## config.mk

```make
export PLATFORM = sky130hd
export DESIGN_NAME = spi_master_register_access
export DESIGN_NICKNAME = d
export VERILOG_FILES = /design/src/sma_pkg.sv /design/src/sma_front.sv /design/src/sma_queue.sv /design/src/sma_back.sv /design/src/spi_master_register_access.sv
export SDC_FILE = /design/constraint.sdc
export NUM_CORES = 1
export LEC_CHECK = 0
export BUFFER_PORTS_ARGS = -buffer_cell sky130_fd_sc_hd__buf_2
export CAP_MARGIN = 20
export CORE_ASPECT_RATIO = 0.75
export CORE_UTILIZATION = 65
export CTS_BUF_LIST = sky130_fd_sc_hd__clkbuf_8
export CTS_CLUSTER_SIZE = 14
export DETAILED_ROUTE_END_ITERATION = 12
export PLACE_DENSITY = 0.87
export SYNTH_ARGS = -nofsm -noshare
export SYNTH_HDL_FRONTEND = slang
export SYNTH_SLANG_ARGS = --single-unit
```

## constraint.sdc

```tcl
create_clock -name clk -period 7.3 [get_ports clk]
set_input_delay 0.73 -clock clk [delete_from_list [all_inputs] [get_ports clk]]
set_output_delay 0.73 -clock clk [all_outputs]
set_load 0.01 [all_outputs]
```

## src/sma_pkg.sv

```systemverilog
// shared types and constants for the spi master register access block
// no dependencies; imported by every module of the block
`default_nettype none

package sma_pkg;

    localparam int BITS_PER_WORD = 8;
    localparam int LAST_BIT      = BITS_PER_WORD - 1;
    localparam int BIT_IDX_W     = $clog2(BITS_PER_WORD);
    localparam int QUEUE_DEPTH   = 2;
    localparam int QCOUNT_W      = $clog2(QUEUE_DEPTH + 1);

    typedef enum logic [1:0] {
        KIND_WRITE     = 2'd0,
        KIND_READ_ADDR = 2'd1,
        KIND_READ_DATA = 2'd2
    } kind_t;

    typedef struct packed {
        logic       mode;
        logic       phase;
        logic [7:0] tx_byte;
        logic       first_byte;
        logic       last_byte;
        logic [7:0] sampled_bits;
    } cmd_t;

    typedef struct packed {
        logic       cs_n;
        logic       sck;
        logic       mosi;
        logic [7:0] rx_byte;
        logic       rx_valid;
        logic       last_of_run;
    } pin_t;

    typedef struct packed {
        kind_t      kind;
        logic [7:0] tx_byte;
        logic       first_byte;
        logic       last_byte;
        logic [7:0] sampled_bits;
    } job_t;

    typedef struct packed {
        logic valid;
        job_t job;
    } head_t;

endpackage

`default_nettype wire

```

## src/sma_front.sv

```systemverilog
// front end: takes a request and classifies it into a transfer job
// depends on sma_pkg
`default_nettype none

module sma_front (
    input  wire sma_pkg::cmd_t cmd,
    output sma_pkg::job_t      job
);
    import sma_pkg::*;

    kind_t kind;

    always_comb
    begin
        if (!cmd.mode)
        begin
            kind = KIND_WRITE;
        end
        else if (!cmd.phase)
        begin
            kind = KIND_READ_ADDR;
        end
        else
        begin
            kind = KIND_READ_DATA;
        end
    end

    assign job.kind         = kind;
    assign job.tx_byte      = cmd.tx_byte;
    assign job.first_byte   = cmd.first_byte;
    assign job.last_byte    = cmd.last_byte;
    assign job.sampled_bits = cmd.sampled_bits;

endmodule

`default_nettype wire

```

## src/sma_queue.sv

```systemverilog
// two-entry job queue between front end and pin sequencer
// depends on sma_pkg
`default_nettype none

module sma_queue (
    input  wire                clk,
    input  wire                rst_n,
    input  wire                push,
    input  wire sma_pkg::job_t job,
    output logic               full,
    input  wire                pop,
    output sma_pkg::head_t     head
);
    import sma_pkg::*;

    job_t                slot0_reg;
    job_t                slot1_reg;
    logic [QCOUNT_W-1:0] count_reg;
    logic [QCOUNT_W-1:0] count_next;
    logic                do_push;
    logic                do_pop;

    assign full    = (count_reg == QCOUNT_W'(QUEUE_DEPTH));
    assign do_push = push && !full;
    assign do_pop  = pop && (count_reg != '0);

    always_comb
    begin
        count_next = count_reg;
        if (do_push && !do_pop)
        begin
            count_next = count_reg + QCOUNT_W'(1);
        end
        else if (do_pop && !do_push)
        begin
            count_next = count_reg - QCOUNT_W'(1);
        end
    end

    always_ff @(posedge clk or negedge rst_n)
    begin
        if (!rst_n)
        begin
            count_reg <= '0;
        end
        else
        begin
            count_reg <= count_next;
        end
    end

    always_ff @(posedge clk)
    begin
        if (do_pop)
        begin
            if (do_push && (count_reg == QCOUNT_W'(1)))
            begin
                slot0_reg <= job;
            end
            else
            begin
                slot0_reg <= slot1_reg;
            end
            if (do_push && (count_reg == QCOUNT_W'(2)))
            begin
                slot1_reg <= job;
            end
        end
        else if (do_push)
        begin
            if (count_reg == '0)
            begin
                slot0_reg <= job;
            end
            else
            begin
                slot1_reg <= job;
            end
        end
    end

    assign head.valid = (count_reg != '0);
    assign head.job   = slot0_reg;

endmodule

`default_nettype wire

```

## src/sma_back.sv

```systemverilog
// pin sequencer: turns one job into its run of chip select, clock and data-out updates
// depends on sma_pkg
`default_nettype none

module sma_back (
    input  wire                 clk,
    input  wire                 rst_n,
    input  wire sma_pkg::head_t head,
    output logic                pop,
    output logic                pin_valid,
    input  wire                 pin_stall,
    output sma_pkg::pin_t       pin
);
    import sma_pkg::*;

    typedef enum logic [2:0] {
        ST_CLK_IDLE,
        ST_CS_LOW,
        ST_BIT_A,
        ST_BIT_B,
        ST_BIT_C,
        ST_CS_HIGH,
        ST_CLK_HIGH
    } state_t;

    state_t               state_reg;
    state_t               state_next;
    state_t               st;
    logic                 busy_reg;
    logic [BIT_IDX_W-1:0] bit_reg;
    logic [BIT_IDX_W-1:0] bit_next;
    logic [BIT_IDX_W-1:0] bitn;
    logic                 cs_reg;
    logic                 cs_next;
    logic                 sck_reg;
    logic                 sck_next;
    logic                 mosi_reg;
    logic                 mosi_next;
    logic                 pin_valid_reg;
    pin_t                 pin_reg;
    pin_t                 pin_next;
    job_t                 cur_reg;
    job_t                 src;
    logic                 go;
    logic                 done;
    logic                 wr;
    logic                 rd;

    assign src  = busy_reg ? cur_reg : head.job;
    assign wr   = (src.kind == KIND_WRITE);
    assign rd   = (src.kind == KIND_READ_DATA);
    assign bitn = busy_reg ? bit_reg : '0;
    assign go   = (!pin_valid_reg || !pin_stall) && (busy_reg || head.valid);
    assign pop  = go && !busy_reg;

    always_comb
    begin
        if (busy_reg)
        begin
            st = state_reg;
        end
        else if (head.job.first_byte)
        begin
            st = ST_CLK_IDLE;
        end
        else if (head.job.kind == KIND_READ_DATA)
        begin
            st = ST_BIT_B;
        end
        else
        begin
            st = ST_BIT_A;
        end
    end

    always_comb
    begin
        cs_next    = cs_reg;
        sck_next   = sck_reg;
        mosi_next  = mosi_reg;
        bit_next   = bitn;
        state_next = st;
        done       = 1'b0;
        unique case (st)
            ST_CLK_IDLE:
            begin
                sck_next   = !wr;
                state_next = ST_CS_LOW;
            end
            ST_CS_LOW:
            begin
                cs_next    = 1'b0;
                state_next = rd ? ST_BIT_B : ST_BIT_A;
            end
            ST_BIT_A:
            begin
                mosi_next  = src.tx_byte[BIT_IDX_W'(LAST_BIT) - bitn];
                state_next = ST_BIT_B;
            end
            ST_BIT_B:
            begin
                sck_next   = wr;
                state_next = ST_BIT_C;
            end
            ST_BIT_C:
            begin
                sck_next = !wr;
                if (bitn == BIT_IDX_W'(LAST_BIT))
                begin
                    if (src.last_byte)
                    begin
                        state_next = ST_CS_HIGH;
                    end
                    else
                    begin
                        done = 1'b1;
                    end
                end
                else
                begin
                    bit_next   = bitn + BIT_IDX_W'(1);
                    state_next = rd ? ST_BIT_B : ST_BIT_A;
                end
            end
            ST_CS_HIGH:
            begin
                cs_next = 1'b1;
                if (wr)
                begin
                    state_next = ST_CLK_HIGH;
                end
                else
                begin
                    done = 1'b1;
                end
            end
            ST_CLK_HIGH:
            begin
                sck_next = 1'b1;
                done     = 1'b1;
            end
            default:
            begin
                done = 1'b1;
            end
        endcase
    end

    always_comb
    begin
        pin_next.cs_n        = cs_next;
        pin_next.sck         = sck_next;
        pin_next.mosi        = mosi_next;
        pin_next.rx_valid    = done && rd;
        pin_next.rx_byte     = (done && rd) ? src.sampled_bits : '0;
        pin_next.last_of_run = done;
    end

    always_ff @(posedge clk or negedge rst_n)
    begin
        if (!rst_n)
        begin
            state_reg     <= ST_CLK_IDLE;
            busy_reg      <= 1'b0;
            bit_reg       <= '0;
            cs_reg        <= 1'b1;
            sck_reg       <= 1'b1;
            mosi_reg      <= 1'b0;
            pin_valid_reg <= 1'b0;
        end
        else if (go)
        begin
            state_reg     <= state_next;
            busy_reg      <= !done;
            bit_reg       <= bit_next;
            cs_reg        <= cs_next;
            sck_reg       <= sck_next;
            mosi_reg      <= mosi_next;
            pin_valid_reg <= 1'b1;
        end
        else if (!pin_stall)
        begin
            pin_valid_reg <= 1'b0;
        end
    end

    always_ff @(posedge clk)
    begin
        if (go)
        begin
            pin_reg <= pin_next;
        end
        if (pop)
        begin
            cur_reg <= head.job;
        end
    end

    assign pin_valid = pin_valid_reg;
    assign pin       = pin_reg;

endmodule

`default_nettype wire

```

## src/spi_master_register_access.sv

```systemverilog
// top level of the spi master register access block
// depends on sma_pkg, sma_front, sma_queue, sma_back
//
// usage:
//   request channel (cmd_valid, cmd_stall, cmd): one byte of an spi transfer with its
//   mode, phase, first and last flags and the eight data-in samples for a read data byte
//   pin channel (pin_valid, pin_stall, pin): one item per pin update step, carrying
//   the chip select, clock and data-out levels after that step; the last item of a
//   request has last_of_run set, and for a read data byte also rx_valid and rx_byte
//   a request makes 16 to 28 pin items, one per cycle while pin_stall is low, set
//   by the one-update-per-cycle pin sequencer
//   the first pin item leaves the pin register after the request has passed the queue;
//   runs of consecutive requests follow each other with no idle cycle
//   a two-entry queue holds requests ahead of the sequencer; cmd_stall rises only
//   when it is full
//   while pin_stall is high a pending pin item is held and the sequencer waits
//   reset: chip select high, clock high, data-out low, queue empty, no pin item
`default_nettype none

module spi_master_register_access (
    input  wire                clk,
    input  wire                rst_n,
    input  wire                cmd_valid,
    output logic               cmd_stall,
    input  wire sma_pkg::cmd_t cmd,
    output logic               pin_valid,
    input  wire                pin_stall,
    output sma_pkg::pin_t      pin
);
    import sma_pkg::*;

    job_t  job;
    head_t head;
    logic  full;
    logic  pop;

    sma_front u_front (
        .cmd (cmd),
        .job (job)
    );

    sma_queue u_queue (
        .clk   (clk),
        .rst_n (rst_n),
        .push  (cmd_valid),
        .job   (job),
        .full  (full),
        .pop   (pop),
        .head  (head)
    );

    sma_back u_back (
        .clk       (clk),
        .rst_n     (rst_n),
        .head      (head),
        .pop       (pop),
        .pin_valid (pin_valid),
        .pin_stall (pin_stall),
        .pin       (pin)
    );

    assign cmd_stall = full;

endmodule

`default_nettype wire

```

After elaboration in Yosys (flattened, before gate mapping). Cells that the tools add are included.

Register bits after elaboration: 86. Input bits: 24. Output and inout bits: 15. Logic and storage cells: 113.

Add/sub/neg operators: 4. Magnitude comparators: 1. Equal/unequal tests: 14. Mux-type cells: 35. Reductions and logical operators: 30.

Operator list (count): two-way mux 20 bit (9); two-way mux 3 bit (8); one-hot mux 3 bit (6 select lines) (1); equality test 3 bit, second input constant (4); logical AND 1 bit (9); two-way mux 1 bit (9); logical NOT 1 bit (8); two-way mux 2 bit (4); nonzero test 2 bit (4); equality test 2 bit, second input constant (3); equality test 3 x 2 -> 1 bit, second input constant (2); one-hot mux 1 bit (3 select lines) (2); logical NOT 2 bit (2); < comparator 3 x 4 -> 1 bit, second input constant (1); != test 2 x 1 -> 1 bit, second input constant (2); OR reduction 4 bit (1); adder 3 x 1 -> 3 bit, second input constant (1); binary-select mux 1 bit (select 3 bit) (1); equality test 3 x 1 -> 1 bit, second input constant (1); logical NOT 3 bit (1); AND reduction 3 bit (1); subtractor 3 bit, first input constant (1); adder 2 x 1 -> 2 bit, second input constant (1); equality test 2 x 1 -> 1 bit, second input constant (1); other kinds (6) (7).

Longest topological paths before layout. Gate-level depths: netlist (run 1).

Word-level depth: 8. Gate-level depth with buffers: 9. Gate-level depth less buffers: 7.

Cells and area by module. Synthesis (run 1) repeated with hierarchy kept, for this count alone.

Cell total of the unflattened synthesis: 263. Area, all modules: 3905.0 um2.

By module, submodules not included: sma_back (times used 1, cells each 156, area an instance 2004.4 um2, sequential area each 1238.7 um2); sma_queue (times used 1, cells each 87, area an instance 1749.2 um2, sequential area each 1251.2 um2); sma_front (times used 1, cells each 20, area an instance 151.4 um2, sequential area each 0.0 um2).

Worst setup path before layout (run 1). Ideal clock, no wire load.

Path kind: input port to flip-flop. Start point: input pin_stall. End point: register u_queue.slot1_reg[0] (netlist name) (enable). Library setup time: 0.475 ns. Arrival time: 3.180 ns. Required time: 6.825 ns. Slack: 3.645 ns. Cell stages on the path: 3. Path buffers: 0. Cell sequence: and2_1 nor3_1 nor3b_1.

Longest elaborated chain between the ends: 7. Elaborated cells on any way between the ends: 9. Those cells by class: eq/ne: 2; reduce/logical: 7.

Ends and longest elaborated chain: from (decl) (RTL line spi_master_register_access.sv:27) `input wire pin_stall,`; logical NOT 1 bit * (RTL line sma_back.sv:53) `assign go = (!pin_valid_reg || !pin_stall) && (busy_reg || head.valid);`; logical OR 1 bit * (RTL line sma_back.sv:53); logical AND 1 bit * (RTL line sma_back.sv:53); logical AND 1 bit * (RTL line sma_back.sv:54) `assign pop = go && !busy_reg;`; via pop (RTL line spi_master_register_access.sv:35) `logic pop;`; logical AND 1 bit * (RTL line sma_queue.sv:25) `assign do_pop = pop && (count_reg != '0);`; != test 2 bit (no line), or another cell as far along; AND reduction 3 bit (no line) *; to (signal assigned) (RTL line sma_queue.sv:66) `slot1_reg <= job;`; to (signal assigned) (RTL line sma_queue.sv:77) `slot1_reg <= job;`; to (decl) (RTL line sma_queue.sv:17) `job_t slot1_reg;`.

The timed path passes the listed nets; every way through them passes the cells marked *. A chain may end at the register's enable or synchronous reset.

==> impl_metrics.sql, run 1 <==
INSERT INTO impl_metrics (metric_group, metric, value, unit) VALUES
('min_path', 'hp-class', 'input port to async pin', ''),
('cts', 'number_of_buffers_inserted_to_repair_setup_after_cts', '0', ''),
('grt', 'grtUsageTotal', '22.7', '%'),
('cts', 'cts_hold_buf', '0', ''),
('cts', 'clk_path_buf_depth', '2', ''),
('cells_and_area', 'most-common-layout-cells', 'sky130_fd_sc_hd__edfxtp_1 (72), sky130_fd_sc_hd__buf_2 (38), sky130_fd_sc_hd__mux2_2 (23)', ''),
('pwr', 'power_density', '385', 'mW/mm^2'),
('cells_and_area', 'antennaDiodeCount', '0', ''),
('setup_path', 'cpPeakStageDelay', '0.90', 'ns'),
('setup_path', 'end_kind', 'flop', ''),
('setup_path', 'reg2reg_setup_slack', '4.63', 'ns'),
('setup_path', 'crit_arrival', '2.89', 'ns'),
('die', 'io_pins', '39', ''),
('grt', 'grt_overflow', '0', ''),
('pwr', 'leakage', '1.52', 'nW'),
('timing', 'setup_repair_after_global_routing_missed_its_margin', 'false', ''),
('yosys', 'ys_seq_elements', '85', ''),
('setup_path', 'path_cells', 'and2_1 > ha_1 > nand3_1 > a211o_1 > a211oi_4 > and2_1', ''),
('route', 'via_count', '2034', ''),
('pwr', 'power.share.sequential', '52.6', '%'),
('route', 'drt-pass1-iter-count', '4', ''),
('setup_path', 'cp_max_fo', '31', ''),
('route', 'drc_violations_left', '0', ''),
('cells_and_area', 'finalNonFillerCells', '361', ''),
('route', 'avgViaCountPerCell', '5.63', ''),
('route', 'routedWlPerCell', '16.0', 'um'),
('setup_path', 'crit_path_frequent_cell', 'sky130_fd_sc_hd__and2_1', ''),
('setup_path', 'critical_path_required', '7.52', 'ns'),
('timing', 'clock_skew', '0.0109', 'ns'),
('status', 'status', 'completed', ''),
('pwr', 'proportion_of_total_power_due_to_net_switching', '33.1', '%'),
('die', 'core.rowCount', '23', ''),
('grt', 'maximum_number_of_pins_on_one_net_before_global_route_repair', '32', ''),
('timing', 'slew_headroom', '40.2', '%'),
('timing', 'worst-slew-pin-transition', '0.894', 'ns'),
('timing', 'finalSetupViolations', '0', ''),
('job', 'cap_violations', '0', ''),
('pwr', 'power_frac_comb', '28.1', '%'),
('place', 'worst_setup_slack_before_clock_tree_synthesis', '4.42', 'ns'),
('cells_and_area', 'areaGrowthSynthToFinish', '12.4', '%'),
('place', 'portBuffers', '38', ''),
('pwr', 'net-switching-power', '0.000516', 'W'),
('timing', 'post_layout_min_period', '2.67', 'ns'),
('cts', 'htreeDepth', '3', ''),
('die', 'initial_utilization', '67.6', '%'),
('place', 'placed_area', '0.00386', 'mm^2'),
('yosys', 'synth_top_cells_by_area', 'sky130_fd_sc_hd__edfxtp_1 (60%), sky130_fd_sc_hd__dfrtp_1 (7.6%), sky130_fd_sc_hd__mux2_2 (7.2%)', ''),
('yosys', 'synth-seq-area-share', '69.2', '%'),
('die', 'fp.dieH', '66.5', 'um'),
('grt', 'grt_pass1_wl', '9390', 'um'),
('cts', 'ctsResizeCount', '0', ''),
('grt', 'grt_pass1_vias', '2002', ''),
('route', 'drt_iter0_drc', '110', ''),
('yosys', 'syn-cell-area', '0.00360', 'mm^2'),
('yosys', 'synth.largest_area_cell', 'sky130_fd_sc_hd__edfxtp_1', ''),
('setup_path', 'worst_path_dominant_cell_family', 'flip-flops', ''),
('setup_path', 'critical_path_cell_count', '6', ''),
('pwr', 'post-layout-total-power', '0.00156', 'W'),
('pwr', 'ir_drop', '0.219', 'mV'),
('cts', 'cts_tree', 'yes', ''),
('setup_path', 'startpoint_type', 'flop', ''),
('die', 'fp.coreArea', '0.00532', 'mm^2'),
('pwr', 'clock_share_of_power', '19.3', '%'),
('cts', 'cts.clk_slew.worst_paths', '0.09', 'ns'),
('setup_path', 'cp.buffers_inverters', '0', ''),
('cells_and_area', 'num-nets-final', '311', ''),
('timing', 'timing.final.crit_share', '36.6', '%'),
('pwr', 'intPower', '0.00104', 'W'),
('die', 'floorplan.die_area', '0.00584', 'mm^2'),
('timing', 'setup-tns-final', '0', 'ns'),
('cts', 'cts-buffers-inserted', '9', '');
worst register-to-register path, stage by stage, from the launching register on:
cell                       delay, ns
sky130_fd_sc_hd__dfrtp_1        0.90
sky130_fd_sc_hd__and2_1         0.25
sky130_fd_sc_hd__ha_1           0.20
sky130_fd_sc_hd__nand3_1        0.18
sky130_fd_sc_hd__a211o_1        0.42
sky130_fd_sc_hd__a211oi_4       0.40
sky130_fd_sc_hd__and2_1         0.20
area by class of cell:
type | instances | area [um^2]
Tap cell | 75 | 93.8
Sequential cell | 85 | 2490
Inverter | 5 | 18.8
Fill cell | 317 | 1280
Clock buffer | 9 | 124
Clock inverter | 7 | 57.6
Multi-Input combinational cell | 140 | 1060
Timing Repair Buffer | 40 | 205
power by group through the flow:
stage	logic (W)	clock network, W	registers, W
final	0.000438	0.000301	0.000820
after global routing	0.000492	0.000329	0.000838
after CTS	0.000441	0.000310	0.000819
after detailed placement	0.000439	0	0.000829
after global placement	0.000423	0	0.000820
after floorplan	0.000350	0	0.000790
worst max path at each step:
stage	slack, ns	start	end
after floorplan	3.64	pin_stall	u_queue.slot1_reg[0]$_DFFE_PP_
after global placement	4.51	pin_stall	u_queue.head[0]$_DFFE_PP_
after detailed placement	4.42	pin_stall	u_queue.head[12]$_DFFE_PP_
after CTS	4.60	u_back.busy_reg$_DFFE_PN0N_	u_queue.head[5]$_DFFE_PP_
after global routing	4.41	u_back.busy_reg$_DFFE_PN0N_	u_queue.head[5]$_DFFE_PP_
final	4.63	u_back.busy_reg$_DFFE_PN0N_	u_back.pin[6]$_SDFFCE_PN0N_
stage by stage:
step | utilization, % | hold slack [ns]
finish | 76.0 | 0.233
global route | 76.0 | 0.244
CTS | 76.0 | 0.234
detailed placement | 72.6 | 0.405
global placement | 72.6 | 0.402
floorplan | - | 0.400
synth_stat cells, drive strengths merged, types with 3 or more instances:
cell,count
nand2b,4
a21oi,8
and2,14
clkbuf,6
mux2,23
or3b,3
buf,3
nor3,4
o21ai,4
nor2,7
nand2,15
mux2i,5
edfxtp,72
ha,6
nand3b,4
inv,4
nand3,7
dfrtp,11
nor2b,6
logic make-up (layout without fill, tap and decap cells):
family	Yosys count	in the layout	synth area share, %
buf+inv	14	61	1.74
simple gates	72	72	11.3
xor+xnor	3	3	0.730
mux	28	28	8.59
fa+ha+maj	6	6	2.09
flops	85	85	69.2
compound gates	31	31	6.43
per-layer routing:
layer  GRT usage (%)  wire, um  share of wire, %  up-vias
li1                -         -                 -      982
met1            28.4      2570                45      975
met2            36.9      2760                48       66
met3            8.80       350               6.1       11
met4            6.97        83               1.4        0
met5               0         0                 0        -
(Power assumes the default switching activity.)
==> run 2: changes to the inputs <==
--- a/config.mk
+++ b/config.mk
@@ -8,11 +8,11 @@
 export BUFFER_PORTS_ARGS = -buffer_cell sky130_fd_sc_hd__buf_2
 export CAP_MARGIN = 20
 export CORE_ASPECT_RATIO = 0.75
-export CORE_UTILIZATION = 65
+export CORE_UTILIZATION = 60
 export CTS_BUF_LIST = sky130_fd_sc_hd__clkbuf_8
 export CTS_CLUSTER_SIZE = 14
 export DETAILED_ROUTE_END_ITERATION = 12
-export PLACE_DENSITY = 0.87
+export PLACE_DENSITY = 0.81
 export SYNTH_ARGS = -nofsm -noshare
 export SYNTH_HDL_FRONTEND = slang
 export SYNTH_SLANG_ARGS = --single-unit
==> constraint.sdc (replaced) <==
create_clock -name clk -period 2.5 [get_ports clk]
set_input_delay 0.25 -clock clk [delete_from_list [all_inputs] [get_ports clk]]
set_output_delay 0.25 -clock clk [all_outputs]
set_load 0.01 [all_outputs]
==> run 2 against run 1 <==
Net effect: maximum frequency is 17% higher; combinational power grew to 3.4 times the previous value; highest routed layer unchanged; clock power grew to 2.9 times the previous value.
==> impl_metrics.sql, run 2 (synthesis results as in run 1) <==
INSERT INTO impl_metrics (metric_group, metric, value, unit) VALUES
('cells_and_area', 'fill_cells', '409', ''),
('timing', 'setup-tns-final', '0', 'ns'),
('timing', 'slew_headroom', '62.1', '%'),
('grt', 'grt_pass1_wl', '10400', 'um'),
('place', 'worst_setup_slack_before_clock_tree_synthesis', '0.242', 'ns'),
('setup_path', 'cp-endpoint', 'u_back.state_reg[0]$_DFFE_PN0N_', ''),
('cts', 'clkSinkCount', '85', ''),
('place', 'portBuffers', '38', ''),
('pwr', 'net-switching-power', '0.00158', 'W'),
('timing', 'worst_setup_margin', '0.222', 'ns'),
('cts', 'cts.clk_slew.worst_paths', '0.09', 'ns'),
('cells_and_area', 'areaGrowthSynthToFinish', '15.3', '%'),
('setup_path', 'worst-r2r-cell-count', '8', ''),
('die', 'initial_utilization', '62.1', '%'),
('timing', 'worst-slew-pin-transition', '0.560', 'ns'),
('timing', 'clock_skew', '0.0109', 'ns'),
('grt', 'maximum_number_of_pins_on_one_net_before_global_route_repair', '20', ''),
('cells_and_area', 'antennaDiodeCount', '0', ''),
('setup_path', 'r2r_start', 'u_queue.count_reg[0]$_DFFE_PN0P_', ''),
('die', 'core.rowCount', '24', ''),
('route', 'drt_iter0_drc', '144', ''),
('cts', 'cts-buffers-inserted', '9', ''),
('pwr', 'power_frac_comb', '31.7', '%'),
('timing', 'timing.final.hold_violations', '0', ''),
('cts', 'clk_path_buf_depth', '2', ''),
('place', 'placed_area', '0.00397', 'mm^2'),
('job', 'cap_violations', '0', ''),
('die', 'io_pins', '39', ''),
('timing', 'worst_hold_slack', '0.0787', 'ns'),
('grt', 'grt_antenna_before_repair', '0', ''),
('timing', 'post_layout_min_period', '2.28', 'ns'),
('die', 'floorplan.die_area', '0.00632', 'mm^2'),
('cells_and_area', 'layout_commonest_cell', 'sky130_fd_sc_hd__edfxtp_1', ''),
('cells_and_area', 'final_layout_size_suffix_gt1_share', '32.4', '%'),
('setup_path', 'reg2reg_setup_slack', '0.22', 'ns'),
('cells_and_area', 'most-common-layout-cells', 'sky130_fd_sc_hd__edfxtp_1 (72), sky130_fd_sc_hd__buf_2 (38), sky130_fd_sc_hd__mux2_2 (23)', ''),
('timing', 'highest_clock_rate', '439', 'MHz'),
('route', 'drc_violations_left', '0', ''),
('cts', 'clkLatencyLatePin', '0.36', 'ns'),
('setup_path', 'crit_type', 'flop to flop', ''),
('cts', 'htreeDepth', '3', ''),
('grt', 'grtUsageTotal', '22.3', '%'),
('min_path', 'hp-class', 'input port to flop', ''),
('cells_and_area', 'final_core_util', '71.6', '%'),
('place', 'globalplace.congestion', '0.945', ''),
('pwr', 'clock_share_of_power', '18.7', '%'),
('cts', 'cts_tree', 'yes', ''),
('grt', 'grt_pass1_vias', '2075', ''),
('pwr', 'intPower', '0.00313', 'W'),
('setup_path', 'timing.rr.end', 'u_back.state_reg[0]$_DFFE_PN0N_', ''),
('route', 'drt-pass1-iter-count', '5', ''),
('setup_path', 'critical_path_required', '2.76', 'ns'),
('route', 'via_count', '2125', ''),
('setup_path', 'end_kind', 'flop', ''),
('cts', 'cts-root-buf', 'sky130_fd_sc_hd__clkbuf_8', ''),
('pwr', 'power.share.sequential', '49.6', '%'),
('grt', 'grt_overflow', '0', ''),
('pwr', 'power_density', '1140', 'mW/mm^2'),
('setup_path', 'startpoint_type', 'flop', ''),
('pwr', 'proportion_of_total_power_due_to_net_switching', '33.6', '%'),
('setup_path', 'crit_path_start', 'u_queue.count_reg[0]$_DFFE_PN0P_', ''),
('cells_and_area', 'finish.instance_area', '0.00415', 'mm^2'),
('cts', 'cts_hold_buf', '1', ''),
('pwr', 'ir_drop', '0.544', 'mV'),
('route', 'routedWlPerCell', '16.9', 'um'),
('cts', 'number_of_buffers_inserted_to_repair_setup_after_cts', '0', ''),
('die', 'die_w', '91.4', 'um'),
('route', 'route.antenna.remaining_nets', '0', ''),
('pwr', 'leakage', '1.56', 'nW'),
('timing', 'setup_repair_after_global_routing_missed_its_margin', 'false', ''),
('timing', 'finalSetupViolations', '0', ''),
('cells_and_area', 'num-nets-final', '319', ''),
('route', 'avgViaCountPerCell', '5.73', ''),
('setup_path', 'cp_max_fo', '15', ''),
('timing', 'report.final.slew_viol_count', '0', ''),
('timing', 'timing.final.crit_share', '91.1', '%'),
('cts', 'ctsResizeCount', '0', ''),
('setup_path', 'crit_arrival', '2.54', 'ns'),
('route', 'wl', '6270', 'um'),
('die', 'fp.dieH', '69.1', 'um'),
('place', 'total_half_perimeter_wirelength_after_legalization_and_detailed_placement', '4290', 'um'),
('status', 'status', 'completed', ''),
('die', 'fp.coreArea', '0.00580', 'mm^2');
-- run 2: worst min path at each step --
| stage | to | depth (start not counted) | start |
|---|---|---|---|
| finish | u_queue.slot1_reg[10]$_DFFE_PP_ | 1 | cmd[10] |
| global route | u_queue.slot1_reg[10]$_DFFE_PP_ | 1 | cmd[10] |
| global placement | u_back.pin_valid$_DFFE_PN0P_ | 1 | rst_n |
| floorplan | u_back.bit_reg[0]$_DFFE_PN0N_ | 0 | rst_n |
| detailed placement | u_back.pin_valid$_DFFE_PN0P_ | 1 | rst_n |
| CTS | u_queue.slot1_reg[10]$_DFFE_PP_ | 1 | cmd[10] |
-- run 2: critical path, stage by stage (launching register included) --
cell and delay, ns:
sky130_fd_sc_hd__dfrtp_1 0.41, sky130_fd_sc_hd__inv_1 0.13, sky130_fd_sc_hd__ha_1 0.28, sky130_fd_sc_hd__nor2b_1 0.26, sky130_fd_sc_hd__or2_2 0.28, sky130_fd_sc_hd__clkinv_1 0.29
sky130_fd_sc_hd__buf_12 0.25, sky130_fd_sc_hd__o21a_1 0.11, sky130_fd_sc_hd__a31oi_1 0.19
-- run 2: area by class of cell --
cell class                      instances  area (um^2)  share of cell area (%)
Clock inverter                          6         52.6                    1.27
Inverter                                5         18.8                   0.452
Multi-Input combinational cell        140         1060                    25.6
Clock buffer                            9          124                    2.98
Tap cell                               78         97.6                    2.35
Timing Repair Buffer                   48          305                    7.35
Sequential cell                        85         2490                    60.0
-- run 2: power by group through the flow --
| stage | Clock [W] | Sequential, W | Combinational [W] |
|---|---|---|---|
| floorplan | 0 | 0.00230 | 0.00104 |
| global placement | 0 | 0.00234 | 0.00143 |
| detailed placement | 0 | 0.00237 | 0.00149 |
| CTS | 0.000902 | 0.00234 | 0.00150 |
| global route | 0.000951 | 0.00239 | 0.00164 |
| finish | 0.000879 | 0.00234 | 0.00150 |
-- run 2: metal layers --
metal | global-route usage (%) | share of wire, %
met2 | 33.2 | 44
met1 | 29.6 | 43
met4 | 12.0 | 3.3
met5 | 0 | 0
met3 | 7.06 | 8.8
-- run 2: metrics by stage --
stage / power (W) / instances
finish: 0.00471 / 371
global route: 0.00497 / 371
CTS: 0.00474 / 371
detailed placement: 0.00385 / 355
global placement: 0.00377 / 355
floorplan: 0.00334 / 239
==> run 3: changes to the inputs <==
--- a/config.mk
+++ b/config.mk
@@ -13,6 +13,7 @@
 export CTS_CLUSTER_SIZE = 14
 export DETAILED_ROUTE_END_ITERATION = 12
 export PLACE_DENSITY = 0.81
+export REMOVE_ABC_BUFFERS = 1
 export SYNTH_ARGS = -nofsm -noshare
 export SYNTH_HDL_FRONTEND = slang
 export SYNTH_SLANG_ARGS = --single-unit
==> run 3 against run 2 <==
Net effect: sequential power is essentially flat; design area shrank 1.1%; setup slack gained 0.078 ns; largest power group unchanged; critical endpoint is now u_back.pin[2]$_SDFFCE_PN0N_; clock power shrank 7.2%; clock skew shrank 0.0037 ns; die area is the same; count of clock-buffer cells in the layout grew 1; first-iteration DRC count shrank 19%; non-clock buffer count grew 1.
==> impl_metrics.sql, run 3 (synthesis results as in run 1) <==
INSERT INTO impl_metrics (metric_group, metric, value, unit) VALUES
('cells_and_area', 'antennaDiodeCount', '0', ''),
('grt', 'maximum_number_of_pins_on_one_net_before_global_route_repair', '21', ''),
('setup_path', 'crit_type', 'flop to flop', ''),
('place', 'portBuffers', '38', ''),
('route', 'route.antenna.remaining_nets', '0', ''),
('cts', 'number_of_buffers_inserted_to_repair_setup_after_cts', '0', ''),
('pwr', 'net-switching-power', '0.00147', 'W'),
('cells_and_area', 'most-common-layout-cells', 'sky130_fd_sc_hd__edfxtp_1 (72), sky130_fd_sc_hd__buf_2 (38), sky130_fd_sc_hd__mux2_2 (23)', ''),
('cts', 'cts-buffers-inserted', '9', ''),
('cells_and_area', 'layout_commonest_cell', 'sky130_fd_sc_hd__edfxtp_1', ''),
('die', 'floorplan.die_area', '0.00632', 'mm^2'),
('die', 'fp.dieH', '69.1', 'um'),
('timing', 'clock_skew', '0.00719', 'ns'),
('pwr', 'power_density', '1110', 'mW/mm^2'),
('timing', 'slew_headroom', '64.7', '%'),
('timing', 'setup_repair_after_global_routing_missed_its_margin', 'false', ''),
('timing', 'report.final.slew_viol_count', '0', ''),
('route', 'drc_violations_left', '0', ''),
('setup_path', 'r2r_start', 'u_back.busy_reg$_DFFE_PN0N_', ''),
('route', 'drt_iter0_drc', '116', ''),
('job', 'cap_violations', '0', ''),
('cells_and_area', 'final_layout_size_suffix_gt1_share', '31.5', '%'),
('status', 'status', 'completed', ''),
('min_path', 'hp-class', 'input port to flop', ''),
('cts', 'cts-root-buf', 'sky130_fd_sc_hd__clkbuf_8', ''),
('setup_path', 'end_kind', 'flop', ''),
('setup_path', 'crit_path_start', 'u_back.busy_reg$_DFFE_PN0N_', ''),
('cts', 'cts_tree', 'yes', ''),
('place', 'globalplace.congestion', '0.893', ''),
('grt', 'grt_pass1_wl', '9440', 'um'),
('cts', 'cts.clk_slew.worst_paths', '0.08', 'ns'),
('cts', 'clkSinkCount', '85', ''),
('cells_and_area', 'num-nets-final', '320', ''),
('setup_path', 'startpoint_type', 'flop', ''),
('cts', 'htreeDepth', '3', ''),
('setup_path', 'critical_path_required', '2.72', 'ns'),
('timing', 'timing.final.hold_violations', '0', ''),
('route', 'wl', '5860', 'um'),
('die', 'fp.coreArea', '0.00580', 'mm^2'),
('grt', 'grt.met1_usage', '28.1', '%'),
('timing', 'finalSetupViolations', '0', ''),
('timing', 'worst-slew-pin-transition', '0.522', 'ns'),
('cts', 'cts_hold_buf', '1', ''),
('route', 'avgViaCountPerCell', '5.48', ''),
('cts', 'clk_path_buf_depth', '2', ''),
('grt', 'gr-max-usage-layer', 'met2', ''),
('pwr', 'ir_drop', '0.554', 'mV'),
('die', 'io_pins', '39', ''),
('die', 'die_w', '91.4', 'um'),
('grt', 'grt_pass1_vias', '1942', ''),
('pwr', 'proportion_of_total_power_due_to_net_switching', '32.2', '%'),
('die', 'core.rowCount', '24', ''),
('timing', 'post_layout_min_period', '2.20', 'ns'),
('min_path', 'hold_path.startpoint', 'cmd[0]', ''),
('pwr', 'post-layout-total-power', '0.00457', 'W'),
('cells_and_area', 'areaGrowthSynthToFinish', '14.0', '%'),
('timing', 'timing.final.crit_share', '88.0', '%'),
('pwr', 'power.share.sequential', '50.7', '%'),
('pwr', 'leakage', '1.57', 'nW'),
('grt', 'grt_overflow', '0', ''),
('grt', 'grtUsageMet2', '30.4', '%'),
('route', 'via_count', '2045', ''),
('cells_and_area', 'finalNonFillerCells', '373', ''),
('setup_path', 'cp_max_fo', '13', ''),
('pwr', 'clock_share_of_power', '17.8', '%'),
('pwr', 'intPower', '0.00310', 'W'),
('grt', 'grt_util_met3', '6.62', '%'),
('place', 'place_inst', '356', ''),
('grt', 'grt_antenna_before_repair', '0', ''),
('die', 'initial_utilization', '62.1', '%'),
('cts', 'ctsResizeCount', '0', ''),
('pwr', 'power_frac_comb', '31.4', '%'),
('place', 'total_half_perimeter_wirelength_after_legalization_and_detailed_placement', '4130', 'um'),
('setup_path', 'crit_arrival', '2.42', 'ns'),
('route', 'routedWlPerCell', '15.7', 'um'),
('timing', 'highest_clock_rate', '455', 'MHz'),
('grt', 'grtUsageTotal', '20.7', '%'),
('cts', 'clkLatencyLatePin', '0.35', 'ns'),
('route', 'drt-pass1-iter-count', '4', '');
-- run 3: critical path, cell delays in order, from the launching register on --
cell and delay (ns):
sky130_fd_sc_hd__dfrtp_1 0.58, sky130_fd_sc_hd__and2_1 0.19, sky130_fd_sc_hd__ha_1 0.19, sky130_fd_sc_hd__nand3_1 0.18
sky130_fd_sc_hd__a211o_1 0.36, sky130_fd_sc_hd__a211oi_4 0.38, sky130_fd_sc_hd__and2_1 0.19
-- run 3: final cells by class --
cell class	count	area (um^2)
Clock buffer	10	138
Clock inverter	6	27.5
Fill cell	404	1690
Tap cell	78	97.6
Sequential cell	85	2490
Multi-Input combinational cell	140	1060
Inverter	5	18.8
Timing Repair Buffer	49	275
-- run 3: power by group through the flow --
stage / clock network [W] / logic [W] / registers [W]
6_report: 0.000816 / 0.00144 / 0.00232
5_1_grt: 0.000890 / 0.00158 / 0.00236
4_1_cts: 0.000839 / 0.00144 / 0.00232
3_5_place_dp: 0 / 0.00143 / 0.00235
3_3_place_gp: 0 / 0.00141 / 0.00232
2_1_floorplan: 0 / 0.000906 / 0.00238
-- run 3: worst paths after layout --
| path | slack (ns) | end | cells after the start |
|---|---|---|---|
| max in group asynchronous | 1.89 | u_back.cs_reg$_DFFE_PN1N_ | 2 |
| worst min register to register | 0.42 | u_back.cur_reg[12]$_DFFE_PP_ | 0 |
| worst max-delay path | 0.30 | u_back.pin[2]$_SDFFCE_PN0N_ | 6 |
| worst min-delay path | 0.09 | u_queue.slot1_reg[0]$_DFFE_PP_ | 1 |
| worst max register to register | 0.30 | u_back.pin[2]$_SDFFCE_PN0N_ | 6 |
| min in group asynchronous | 0.32 | u_back.state_reg[1]$_DFFE_PN0N_ | 2 |
-- run 3: stage by stage --
stage	hold slack, ns	instance area (um^2)	setup slack (ns)	utilization [%]	setup TNS, ns
floorplan	-0.0456	3560	-1.40	-	-67.87
global placement	0.168	3930	0.458	67.8	0
detailed placement	0.173	3930	0.341	67.8	0
CTS	0.0646	4100	0.324	70.8	0
global route	0.0636	4100	0.145	70.8	0
finish	0.0858	4100	0.300	70.8	0
-- run 3: metal layers --
metal  routed length [um]  part of all wire [%]
met5                    0                     0
met4                   83                   1.4
met3                  247                   4.2
met2                 2620                    45
met1                 2910                    50
